**src/ntc_avg_pkg.sv**
```systemverilog
// Package for the NTC thermistor averager: constants, log table and shared types.
// No dependencies.
`default_nettype none
package ntc_avg_pkg;
   localparam logic [22:0] VDIV_K       = 23'd4914000;
   // Rounded-up 2^28 * 6553600 / 29815; the beta offset is (beta * BETA_RECIP) >> 28.
   localparam logic [35:0] BETA_RECIP   =
      36'((64'd6553600 * 64'd268435456 + 64'd29814) / 64'd29815);
   localparam int          LN2_Q16      = 45426;
   localparam int          KELVIN_Q16   = 17901158;
   localparam int          TEMP_MAX_Q16 = 16777216;
   localparam int          T19_Q16      = 19 * 65536;
   localparam int          T23_Q16      = 23 * 65536;
   localparam int          T60_Q16      = 60 * 65536;
   localparam int          CORR_LO      = 85197;
   localparam int          CORR_MID     = 104858;
   localparam int          CORR_HI      = 117965;
   localparam int          DIV_W        = 64;

   typedef struct packed {
      logic start;
      logic numer_neg;
      logic denom_neg;
   } div_ctrl_type;

   function automatic logic [15:0] ln_tab(input logic [4:0] i);
      case (i)
         5'd0: ln_tab = 16'd0;      5'd1: ln_tab = 16'd3973;
         5'd2: ln_tab = 16'd7719;   5'd3: ln_tab = 16'd11262;
         5'd4: ln_tab = 16'd14624;  5'd5: ln_tab = 16'd17822;
         5'd6: ln_tab = 16'd20870;  5'd7: ln_tab = 16'd23783;
         5'd8: ln_tab = 16'd26573;  5'd9: ln_tab = 16'd29248;
         5'd10: ln_tab = 16'd31818; 5'd11: ln_tab = 16'd34292;
         5'd12: ln_tab = 16'd36675; 5'd13: ln_tab = 16'd38975;
         5'd14: ln_tab = 16'd41197; 5'd15: ln_tab = 16'd43345;
         5'd16: ln_tab = 16'd45426;
         default: ln_tab = 16'd0;
      endcase
   endfunction
endpackage
`default_nettype wire

```
**src/ntc_thermistor_temperature_average.sv**
```systemverilog
// Top level of the NTC thermistor averager: sequencer, log, accumulate, batch result.
// Depends on ntc_avg_pkg and ntc_avg_div.
//
//  channel | dir | fields
//  req     | in  | tdata[11:0] adc_raw
//  rsp     | out | tdata[7:0] temp_half_deg, tuser[0] reading_valid
//  csr     | in  | index 0 vref_mv, index 1 beta_value
//
// A sample is accepted, its resistance ratio is divided out on the shared radix-4
// divider, the log is taken, Kelvin is divided out on the same divider and the result
// is accumulated. The last sample of a batch then goes on to the reciprocal-multiply
// average and the correction. Reset is synchronous and clears the batch state. The
// result sits in an output register; req_tready stays low until it is taken.
`default_nettype none
module ntc_thermistor_temperature_average
   import ntc_avg_pkg::*;
#(
   parameter int SAMPLES = 10
)(
   input  wire logic        clock,
   input  wire logic        reset,
   input  wire logic        req_tvalid,
   output logic             req_tready,
   input  wire logic [15:0] req_tdata,   // [11:0] adc_raw
   output logic             rsp_tvalid,
   input  wire logic        rsp_tready,
   output logic [7:0]       rsp_tdata,   // [7:0] temp_half_deg
   output logic             rsp_tuser,   // [0] reading_valid
   input  wire logic        csr_we,
   input  wire logic        csr_index,
   input  wire logic [12:0] csr_wdata
);
   localparam logic [3:0] S_IDLE = 4'd0, S_XW = 4'd1, S_LN = 4'd2,
                          S_KS = 4'd4, S_KW = 4'd5, S_ACC = 4'd6, S_AW = 4'd7,
                          S_FIN = 4'd8, S_OUT = 4'd9, S_XS = 4'd10;
   localparam logic [3:0] BATCH = 4'(SAMPLES);
   localparam logic [35:0] AVG_RECIP =
      36'(((64'd1 << 35) + 64'(SAMPLES) - 64'd1) / 64'(SAMPLES));

   logic [3:0]  st_ff, st_in, cnt_ff, cnt_in;
   logic [10:0] vref_ff;
   logic [12:0] beta_ff;
   logic [11:0] raw_ff, raw_in;
   logic signed [31:0] sum_ff, sum_in;
   logic        pois_ff, pois_in, ovld_ff, ovld_in;
   logic [7:0]  odat_ff, odat_in;
   logic signed [63:0] acc_ff, acc_in;
   logic [20:0] b_ff, b_in;
   logic [48:0] bprod;
   logic [67:0] avg_prod;
   logic [31:0] avg_q;
   div_ctrl_type dctl;
   logic [DIV_W-1:0] dnum, dden;
   logic        ddone;
   logic signed [DIV_W:0] dq;
   logic [5:0]  p;
   logic [15:0] m, t0, t1;
   logic [3:0]  li;
   logic [11:0] lr;
   logic signed [31:0] lnv;
   logic signed [63:0] c, t2, avg, corr, n;
   logic [63:0] xu;

   ntc_avg_div u_div (.clock(clock), .reset(reset), .ctrl(dctl), .numer_mag(dnum),
      .denom_mag(dden), .done(ddone), .quot(dq));

   always_comb begin
      bprod = 49'(beta_ff) * 49'(BETA_RECIP);
      b_in = bprod[48:28];
      avg_prod = 68'(acc_ff[31:0]) * 68'(AVG_RECIP);
      avg_q = avg_prod[66:35];
   end

   always_comb begin
      xu = acc_ff[63:0];
      p = '0;
      for (int k = 0; k < 64; k++) if (xu[k]) p = 6'(k);
      m = (p >= 6'd16) ? 16'(xu >> (p - 6'd16)) : 16'(xu << (6'd16 - p));
      li = m[15:12];
      lr = m[11:0];
      t0 = ln_tab({1'b0, li});
      t1 = ln_tab({1'b0, li} + 5'd1);
      lnv = 32'(($signed({26'd0, p}) - 32'sd16) * LN2_Q16)
          + $signed({16'd0, t0}) + 32'(($signed({16'd0, 16'(t1 - t0)}) * lr) >>> 12);
   end

   always_comb begin
      st_in = st_ff; cnt_in = cnt_ff; raw_in = raw_ff; sum_in = sum_ff;
      pois_in = pois_ff; ovld_in = ovld_ff; odat_in = odat_ff; acc_in = acc_ff;
      dctl = '0; dnum = '0; dden = '0;
      c = '0; t2 = '0; avg = '0; corr = '0; n = '0;
      case (st_ff)
         S_IDLE: if (req_tvalid) begin
            raw_in = req_tdata[11:0];
            st_in = S_XS;
         end
         S_XS: begin
            if (vref_ff == '0 || raw_ff == '0) begin
               pois_in = 1'b1;
               st_in = S_ACC;
            end else begin
               dctl.start = 1'b1;
               dnum = {25'd0, VDIV_K, 16'd0};
               dden = {41'd0, 23'(vref_ff * raw_ff)};
               st_in = S_XW;
            end
         end
         S_XW: if (ddone) begin
            acc_in = 64'(dq) - 64'sd65536;
            if (64'(dq) <= 64'sd65536) begin
               pois_in = 1'b1;
               st_in = S_ACC;
            end else begin
               st_in = S_LN;
            end
         end
         S_LN: begin
            acc_in = 64'(lnv) + 64'($signed({1'b0, b_ff}));
            st_in = S_KS;
         end
         S_KS: begin
            if (acc_ff == '0) begin
               pois_in = 1'b1;
               st_in = S_ACC;
            end else begin
               dctl.start = 1'b1;
               dctl.denom_neg = acc_ff[63];
               dnum = {19'd0, beta_ff, 32'd0};
               dden = acc_ff[63] ? 64'(-acc_ff) : 64'(acc_ff);
               st_in = S_KW;
            end
         end
         S_KW: if (ddone) begin
            c = 64'(dq) - 64'(KELVIN_Q16);
            if (c < -64'(TEMP_MAX_Q16) || c >= 64'(TEMP_MAX_Q16)) pois_in = 1'b1;
            else sum_in = 32'(sum_ff + c);
            st_in = S_ACC;
         end
         S_ACC: begin
            cnt_in = cnt_ff + 4'd1;
            if (cnt_in < BATCH) begin
               st_in = S_IDLE;
            end else begin
               acc_in = sum_ff[31] ? -64'(sum_ff) : 64'(sum_ff);
               st_in = S_AW;
            end
         end
         S_AW: begin
            acc_in = sum_ff[31] ? -64'({32'd0, avg_q}) : 64'({32'd0, avg_q});
            st_in = S_FIN;
         end
         S_FIN: begin
            avg = acc_ff;
            ovld_in = !pois_ff && avg > 0 && avg <= 64'(T60_Q16);
            corr = (avg < 64'(T19_Q16)) ? 64'(CORR_LO) :
                   (avg < 64'(T23_Q16)) ? 64'(CORR_MID) : 64'(CORR_HI);
            t2 = 2 * (avg - corr);
            n = (t2 >= 0) ? ((t2 + 32768) >>> 16) : -((-t2 + 32768) >>> 16);
            odat_in = ovld_in ? n[7:0] : 8'd0;
            cnt_in = '0; sum_in = '0; pois_in = 1'b0;
            st_in = S_OUT;
         end
         S_OUT: if (rsp_tready) st_in = S_IDLE;
         default: st_in = S_IDLE;
      endcase
   end

   always_ff @(posedge clock) begin
      if (reset) begin
         st_ff <= S_IDLE; cnt_ff <= '0; sum_ff <= '0; pois_ff <= 1'b0;
         vref_ff <= 11'd1100; beta_ff <= 13'd3950;
      end else begin
         st_ff <= st_in; cnt_ff <= cnt_in; sum_ff <= sum_in; pois_ff <= pois_in;
         if (csr_we && csr_index == 1'b0) vref_ff <= csr_wdata[10:0];
         if (csr_we && csr_index == 1'b1) beta_ff <= csr_wdata;
      end
      raw_ff <= raw_in; acc_ff <= acc_in; ovld_ff <= ovld_in; odat_ff <= odat_in;
      b_ff <= b_in;
   end

   assign req_tready = (st_ff == S_IDLE);
   assign rsp_tvalid = (st_ff == S_OUT);
   assign rsp_tdata  = odat_ff;
   assign rsp_tuser  = ovld_ff;

`ifndef SYNTHESIS
   a_cnt: assert property (@(posedge clock) disable iff (reset) cnt_ff <= BATCH || BATCH == 4'd0)
      else $error("sample count past batch");
   a_excl: assert property (@(posedge clock) disable iff (reset) !(req_tready && rsp_tvalid))
      else $error("ready while result pending");
   a_zero: assert property (@(posedge clock) disable iff (reset)
      rsp_tvalid && !rsp_tuser |-> rsp_tdata == 8'd0) else $error("invalid result not zero");
`endif
endmodule
`default_nettype wire

```
**src/ntc_avg_div.sv**
```systemverilog
// Radix-4 shared signed divider, truncating toward zero, magnitudes up to 64 bits.
// Depends on ntc_avg_pkg.
`default_nettype none
module ntc_avg_div
   import ntc_avg_pkg::*;
(
   input  wire logic                clock,
   input  wire logic                reset,
   input  wire div_ctrl_type        ctrl,
   input  wire logic [DIV_W-1:0]    numer_mag,
   input  wire logic [DIV_W-1:0]    denom_mag,
   output logic                     done,
   output logic signed [DIV_W:0]    quot
);
   logic [DIV_W-1:0] rem_ff, rem_in, num_ff, num_in, den_ff, den_in, q_ff, q_in;
   logic [5:0]       cnt_ff, cnt_in;
   logic             busy_ff, busy_in, neg_ff, neg_in, done_ff, done_in;
   logic [DIV_W:0]   r1, r2;
   logic [DIV_W-1:0] ra;
   logic             b1, b2;

   always_comb begin
      rem_in = rem_ff; num_in = num_ff; den_in = den_ff; q_in = q_ff;
      cnt_in = cnt_ff; busy_in = busy_ff; neg_in = neg_ff; done_in = 1'b0;
      r1 = {rem_ff, num_ff[DIV_W-1]};
      b1 = r1 >= {1'b0, den_ff};
      ra = b1 ? DIV_W'(r1 - {1'b0, den_ff}) : r1[DIV_W-1:0];
      r2 = {ra, num_ff[DIV_W-2]};
      b2 = r2 >= {1'b0, den_ff};
      if (ctrl.start) begin
         rem_in = '0; num_in = numer_mag; den_in = denom_mag; q_in = '0;
         cnt_in = '0; busy_in = 1'b1; neg_in = ctrl.numer_neg ^ ctrl.denom_neg;
      end else if (busy_ff) begin
         rem_in = b2 ? DIV_W'(r2 - {1'b0, den_ff}) : r2[DIV_W-1:0];
         num_in = {num_ff[DIV_W-3:0], 2'b00};
         q_in   = {q_ff[DIV_W-3:0], b1, b2};
         cnt_in = cnt_ff + 6'd1;
         if (cnt_ff == 6'd31) begin
            busy_in = 1'b0;
            done_in = 1'b1;
         end
      end
   end

   always_ff @(posedge clock) begin
      if (reset) begin
         busy_ff <= 1'b0; done_ff <= 1'b0; cnt_ff <= '0;
      end else begin
         busy_ff <= busy_in; done_ff <= done_in; cnt_ff <= cnt_in;
      end
      rem_ff <= rem_in; num_ff <= num_in; den_ff <= den_in; q_ff <= q_in; neg_ff <= neg_in;
   end

   assign done = done_ff;
   assign quot = neg_ff ? -$signed({1'b0, q_ff}) : $signed({1'b0, q_ff});
endmodule
`default_nettype wire
```
**config.mk**
```make
export PLATFORM = sky130hd
export DESIGN_NAME = ntc_thermistor_temperature_average
export DESIGN_NICKNAME = d
export VERILOG_FILES = /design/src/ntc_avg_pkg.sv /design/src/ntc_thermistor_temperature_average.sv /design/src/ntc_avg_div.sv
export SDC_FILE = /design/constraint.sdc
export NUM_CORES = 2
export LEC_CHECK = 0
export ABC_AREA = 1
export ABC_CLOCK_PERIOD_IN_PS = 19300
export BUFFER_PORTS_ARGS = -buffer_cell sky130_fd_sc_hd__buf_2
export CORE_MARGIN = 10
export CORE_UTILIZATION = 40
export CTS_CLUSTER_DIAMETER = 40
export DETAILED_ROUTE_END_ITERATION = 8
export GPL_TIMING_DRIVEN = 0
export PLACE_DENSITY = 0.6
export SETUP_SLACK_MARGIN = 0.1
export SYNTH_ARGS = -nofsm -noshare
export SYNTH_HDL_FRONTEND = slang
export SYNTH_HIERARCHICAL = 1
export SYNTH_SLANG_ARGS = --single-unit
export TNS_END_PERCENT = 1
```
**constraint.sdc**
```tcl
create_clock -name clock -period 19.3 [get_ports clock]
set_input_delay 0.965 -clock clock [delete_from_list [all_inputs] [get_ports clock]]
set_output_delay 0.965 -clock clock [all_outputs]
set_load 0.01 [all_outputs]
```
# Yosys cells after proc, flatten, opt, wreduce, memory -nomap -nowiden
# Memory sizes are Yosys's and may differ from the RTL's.
# Cells that the tools add are included.
dict set report word_totals {
  memories 2
  regBits 436
  romBits 768
  wordCells 222
}
dict set report op_classes {
  addsub 24
  n_bitwise 3
  muxes 111
  multipliers 5
  order_cmp 12
  shift 2
  reduce_logical 24
  eq_ne 20
}
# name depth word_bits rd rd_ports_with_merged_regs write_ports line_no
set memory_table {}
lappend memory_table {{(no name shown)} 32 16 1 0 0 ntc_avg_pkg.sv:27} ;# case (i)
lappend memory_table {{(no name shown)} 16 16 1 0 0 ntc_avg_pkg.sv:27}
# cell n
set ops {}
lappend ops {{two-way mux 64 bit} 11}
lappend ops {{two-way mux 6 bit} 62}
lappend ops {{case mux 64 bit (4 select lines)} 1}
lappend ops {{greater-or-equal comparator 65 x 64 -> 1 bit} 2}
lappend ops {{< comparator 64 x 22 -> 1 bit (second input constant)} 2}
lappend ops {{negation 64 bit} 2}
lappend ops {{case mux 64 bit (2 select lines)} 1}
lappend ops {{subtractor 64 bit} 2}
lappend ops {{case mux 45 bit (2 select lines)} 1}
lappend ops {{greater-or-equal comparator 64 x 1 -> 1 bit (second input constant)} 1}
lappend ops {{greater-or-equal comparator 64 x 26 -> 1 bit (second input constant)} 1}
lappend ops {{greater-than comparator 64 x 1 -> 1 bit (second input constant)} 1}
lappend ops {{<= comparator 64 x 18 -> 1 bit (second input constant)} 1}
lappend ops {{<= comparator 64 x 23 -> 1 bit (second input constant)} 1}
lappend ops {{logical NOT 64 bit} 1}
lappend ops {{< comparator 64 x 25 -> 1 bit (second input constant)} 1}
lappend ops {{multiplier 32 x 32 -> 64 bit (second input constant)} 1}
lappend ops {{two-way mux 32 bit} 2}
lappend ops {{negation 29 -> 64 bit} 1}
lappend ops {{negation 32 -> 64 bit} 1}
lappend ops {{case mux 32 bit (2 select lines)} 1}
lappend ops {{left shift 64 x 6 -> 16 bit} 1}
lappend ops {{>> shifter 64 x 6 -> 16 bit} 1}
lappend ops {{subtractor 64 x 18 -> 64 bit (second input constant)} 1}
lappend ops {{other kinds (59)} 101}

# Logic depth before layout (Yosys ltp)
# An unclocked memory read counts as a cell.
dict set report logic_depth {
  ltp_word 73
  ltp_mapped 157
}

# By module
# Netlist, hierarchy kept.
# module seq_area_each_um2 instances cells_each area_per_inst_um2
set by_module_without_submodules {}
lappend by_module_without_submodules {ntc_thermistor_temperature_average 4274.1 1 7552 57637.8}
lappend by_module_without_submodules {ntc_avg_div 6596.3 1 3361 21799.7}

# Least setup slack after synthesis
# No wires, ideal clock.
dict set report synth_path {
  path_kind {register to register}
  start {register acc_ff[2]}
  end {register acc_ff[53] (data pin)}
  slack_ps 2477
  setup_time_ps 288
  required_time_ps 19012
  arrival_ps 16535
  path_buffers 6
  path_stages_with_launch 149
  cell_sequence {edfxtp_1 > inv_1 > ha_1 > o21ai_2 > nand2_1 > nand2_1 > nand2_1 > nand2_1 > nand2_1 > nand2_1 > nand2_1 > nand2_1 > nand2_1 > nand2_1 > nand2_1 > nand2_1 > nand2_1 > nand2_1 > [113 not listed] > inv_1 > nor2_1 > nor2_1 > o21bai_1 > nand2_1 > inv_1 > nor2_1 > nor2_1 > nor2_1 > inv_1 > a21oi_1 > inv_1 > a21oi_1 > inv_1 > nand2_1 > nand2_1 > clkbuf_1 > o211ai_1}
}
dict set report synth_between {
  elab_chain_cells 72
}
# element line_no
set synth_rtl {}
lappend synth_rtl {{start, declared} ntc_thermistor_temperature_average.sv:47} ;# logic signed [63:0] acc_ff, acc_in;
lappend synth_rtl {{start signal, assigned} ntc_thermistor_temperature_average.sv:177} ;# raw_ff <= raw_in; acc_ff <= acc_in; ovld_ff <= ovld_in; odat_ff <= odat_in;
lappend synth_rtl {{two-way mux 6 bit (62 in a row)} ntc_thermistor_temperature_average.sv:77} ;# for (int k = 0; k < 64; k++) if (xu[k]) p = 6'(k);
lappend synth_rtl {{subtractor 5 x 6 -> 6 bit or subtractor 6 x 5 -> 6 bit (tied branches)} ntc_thermistor_temperature_average.sv:78} ;# m = (p >= 6'd16) ? 16'(xu >> (p - 6'd16)) : 16'(xu << (6'd16 - p));
lappend synth_rtl {{left shift 64 x 6 -> 16 bit or >> shifter 64 x 6 -> 16 bit (tied branches)} ntc_thermistor_temperature_average.sv:78}
lappend synth_rtl {{two-way mux 16 bit} ntc_thermistor_temperature_average.sv:78}
lappend synth_rtl {{adder 4 x 1 -> 5 bit} ntc_thermistor_temperature_average.sv:82} ;# t1 = ln_tab({1'b0, li} + 5'd1);
lappend synth_rtl {{memory read (32 x 16 bit)} -}
lappend synth_rtl {{subtractor 16 bit} ntc_thermistor_temperature_average.sv:84} ;# + $signed({16'd0, t0}) + 32'(($signed({16'd0, 16'(t1 - t0)}) * lr) >>> 12);
lappend synth_rtl {{multiplier 16 x 12 -> 28 bit} ntc_thermistor_temperature_average.sv:84}
lappend synth_rtl {{adder 25 x 17 -> 26 bit} ntc_thermistor_temperature_average.sv:84}
lappend synth_rtl {{adder 26 x 22 -> 27 bit} ntc_thermistor_temperature_average.sv:118} ;# acc_in = 64'(lnv) + 64'($signed({1'b0, b_ff}));
lappend synth_rtl {{case mux 64 bit (4 select lines) (*)} ntc_thermistor_temperature_average.sv:92} ;# case (st_ff)
lappend synth_rtl {{via acc_in[53]} ntc_thermistor_temperature_average.sv:47}
# The timed path passes the listed nets; every way through them passes the cells marked *.
# A chain may end at the register's enable or synchronous reset.

# Worst setup path after layout
dict set report layout_path {
  start {register acc_ff[15]}
  end {register acc_ff[24] (data pin)}
}
dict set report layout_between {
  elab_chain_cells 59
}
# element line_no
set layout_rtl {}
lappend layout_rtl {{two-way mux 6 bit (49 in a row)} ntc_thermistor_temperature_average.sv:77}
lappend layout_rtl {{subtractor 5 x 6 -> 6 bit or subtractor 6 x 5 -> 6 bit (tied branches)} ntc_thermistor_temperature_average.sv:78}
lappend layout_rtl {{left shift 64 x 6 -> 16 bit or >> shifter 64 x 6 -> 16 bit (tied branches)} ntc_thermistor_temperature_average.sv:78}
lappend layout_rtl {{two-way mux 16 bit} ntc_thermistor_temperature_average.sv:78}
lappend layout_rtl {{adder 4 x 1 -> 5 bit} ntc_thermistor_temperature_average.sv:82}
lappend layout_rtl {{memory read (32 x 16 bit)} -}
lappend layout_rtl {{subtractor 16 bit} ntc_thermistor_temperature_average.sv:84}
lappend layout_rtl {{multiplier 16 x 12 -> 28 bit} ntc_thermistor_temperature_average.sv:84}
lappend layout_rtl {{adder 25 x 17 -> 26 bit} ntc_thermistor_temperature_average.sv:84}
lappend layout_rtl {{adder 26 x 22 -> 27 bit} ntc_thermistor_temperature_average.sv:118}
lappend layout_rtl {{case mux 64 bit (4 select lines) (*)} ntc_thermistor_temperature_average.sv:92}
lappend layout_rtl {{via acc_in[24]} ntc_thermistor_temperature_average.sv:47}
# Marks and branches as above.

==> results.ini <==
[global_routing]
antenna_found_initial=6
met1_usage_pct=37.6
grt.total_usage_pct=28.4
grt_busiest_layer=met2
grt_max_degree=67
grt_pass1_vias=74600
grt_util_met3_pct=3.67
grt_pass1_wl_um=469000
grt_use_met2_pct=45.9
grt-ovfl-total=0

[critical_path]
crit_fanout=11
cpMaxStageDelayCell=edfxtp_1
crit_arrival_ns=18.63
worst_ep_required_time_ns=19.70
rrSetupSlack_ns=1.08
reg2reg_from=acc_ff[15]$_DFFE_PP_
start_kind=flip-flop
crit_type=flip-flop to flip-flop
end_kind=flip-flop
reg2regPathDepth=135
r2r_end=acc_ff[24]$_DFFE_PP_
critPathMostFrequentCell=nand2_1
max_stage_delay_ns=0.85

[logic_synthesis]
synth_cells=10900
yosys_warnings=6
synth.avg_cell_area_um2=7.28
synthesis.area_um2=79400

[timing]
layout_min_cycle_time_ns=18.22
post-route-period-util_pct=94.4
fmax_ghz=0.0549
drv_slew=0
hold_viol=0
worstMarginPinSlew_ns=1.37
rsz0062_at_grt=yes
tns_ns=0
timing.hold.ws_ns=0.449
setup_viol_count_final=0
relSlewSlack_pct=7.20
fin_worst_skew_ns=0.0544

[min_path]
whs_path_depth=1
hold_path_end=raw_ff[11]$_DFFE_PP_
min_from=req_tdata[11]
min_path_type=input pin to flip-flop

[finish]
fin_nets=13000
stdcell_area_um2=87600
layout-drive-gt1-share_pct=5.51
syn2layout_area_growth_pct=10.2

[route]
via_per_inst=5.40
drc_errors=0
vias=74900
avgRoutedWirePerCell_um=22.8
ant_nets=0
drtIter0Drc=7034
first_pass_iters=8
wl_um=317000

[die]
die-height_um=466
die-area_um2=217000
fp.coreArea_um2=197000
die_x_um=466
ios=46
start_util_pct=40.2
rows=163

[place]
globalplace.congestion=1.01
io_buffers=41
dp_hpwl_um=270000
place_area_um2=83300

[clock_tree]
cts_tree=yes
clock-sinks=436
htreeDepth=3
clk_latency_ns=0.70
clk_path_buf_depth=3
clk_pin_slew_ns=0.05
root_buffer=clkbuf_16
cts_made_buffers=77
hold_buffers=0

[run_status]
status=complete, no violations

[flow_run]
maxCapViolations=0

## worst max-delay path: cells and delay by family (launching register included)
family          cells  cell delay [ns]
buf+inv            25             2.75
xor+xnor            2             0.54
simple gates       73             5.39
flops               1             0.85
fa+ha+maj          12             4.76
compound gates     23             3.56
## cell usage in the layout, fill, tap and decap left out, types with 80 or more instances in the layout
master and instances:
xnor2_1 94, dfxtp_1 222, nand2_1 2092, nand4_1 115
o21ai_0 440, inv_1 2211, a21oi_1 547, nor3_1 146
nor2_1 960, ha_1 907, buf_4 101, nand3_1 712
clkbuf_1 166, xor2_1 304, fa_1 863, edfxtp_1 214
clkbuf_16 80
## through the flow
step / std cells / worst slack (ns) / util, %
2_1_floorplan: 11000 / 2.48 / -
3_3_place_gp: 13600 / -2.44 / 42.1
3_5_place_dp: 13600 / -2.46 / 42.2
4_1_cts: 13800 / 0.0902 / 43.7
5_1_grt: 13900 / -0.154 / 44.3
6_report: 13900 / 1.08 / 44.4
## layer usage
layer,up-vias,wire length [um]
li1,35200,-
met1,36200,133000
met2,2898,143000
met3,599,22100
met4,4,18200
met5,-,29
## sequential cells by signal, summed over array words and instances (netlist names), 13 cells and up
signal        cells
b_ff             21
sum_ff           32
beta_ff          13
u_div/q_ff       64
u_div/num_ff     64
u_div/rem_ff     64
u_div/den_ff     64
acc_ff           64
## how the worst max path moves through the flow
stage / start / end / slack [ns]
after global routing: acc_ff[2]$_DFFE_PP_ / acc_ff[26]$_DFFE_PP_ / -0.15
after floorplan: acc_ff[2]$_DFFE_PP_ / acc_ff[53]$_DFFE_PP_ / 2.48
final: acc_ff[15]$_DFFE_PP_ / acc_ff[24]$_DFFE_PP_ / 1.08
after detailed placement: acc_ff[3]$_DFFE_PP_ / acc_ff[26]$_DFFE_PP_ / -2.46
after global placement: acc_ff[3]$_DFFE_PP_ / acc_ff[26]$_DFFE_PP_ / -2.44
after CTS: acc_ff[5]$_DFFE_PP_ / acc_ff[25]$_DFFE_PP_ / 0.09
## final cells by class
cell class	instances	area, um2
Multi-Input combinational cell	7997	59800
Sequential cell	436	10900
Inverter	2268	8550
Tap cell	2640	3300
Clock inverter	52	644
Timing Repair Buffer	138	1010
Antenna cell	4	10.0
Fill cell	20600	110000
Clock buffer	90	2090
Buffer	253	1240
## timing repair
action	in CTS	in global routing
cloned	0	0
endpoints found under the setup margin	56	54
pin swaps	7	82
resized for setup	53	198
setup buffers	22	68
Power is left out: the tool's default activity adds up to more than one toggle a clock period on the data nets, which glitch-free logic cannot reach.
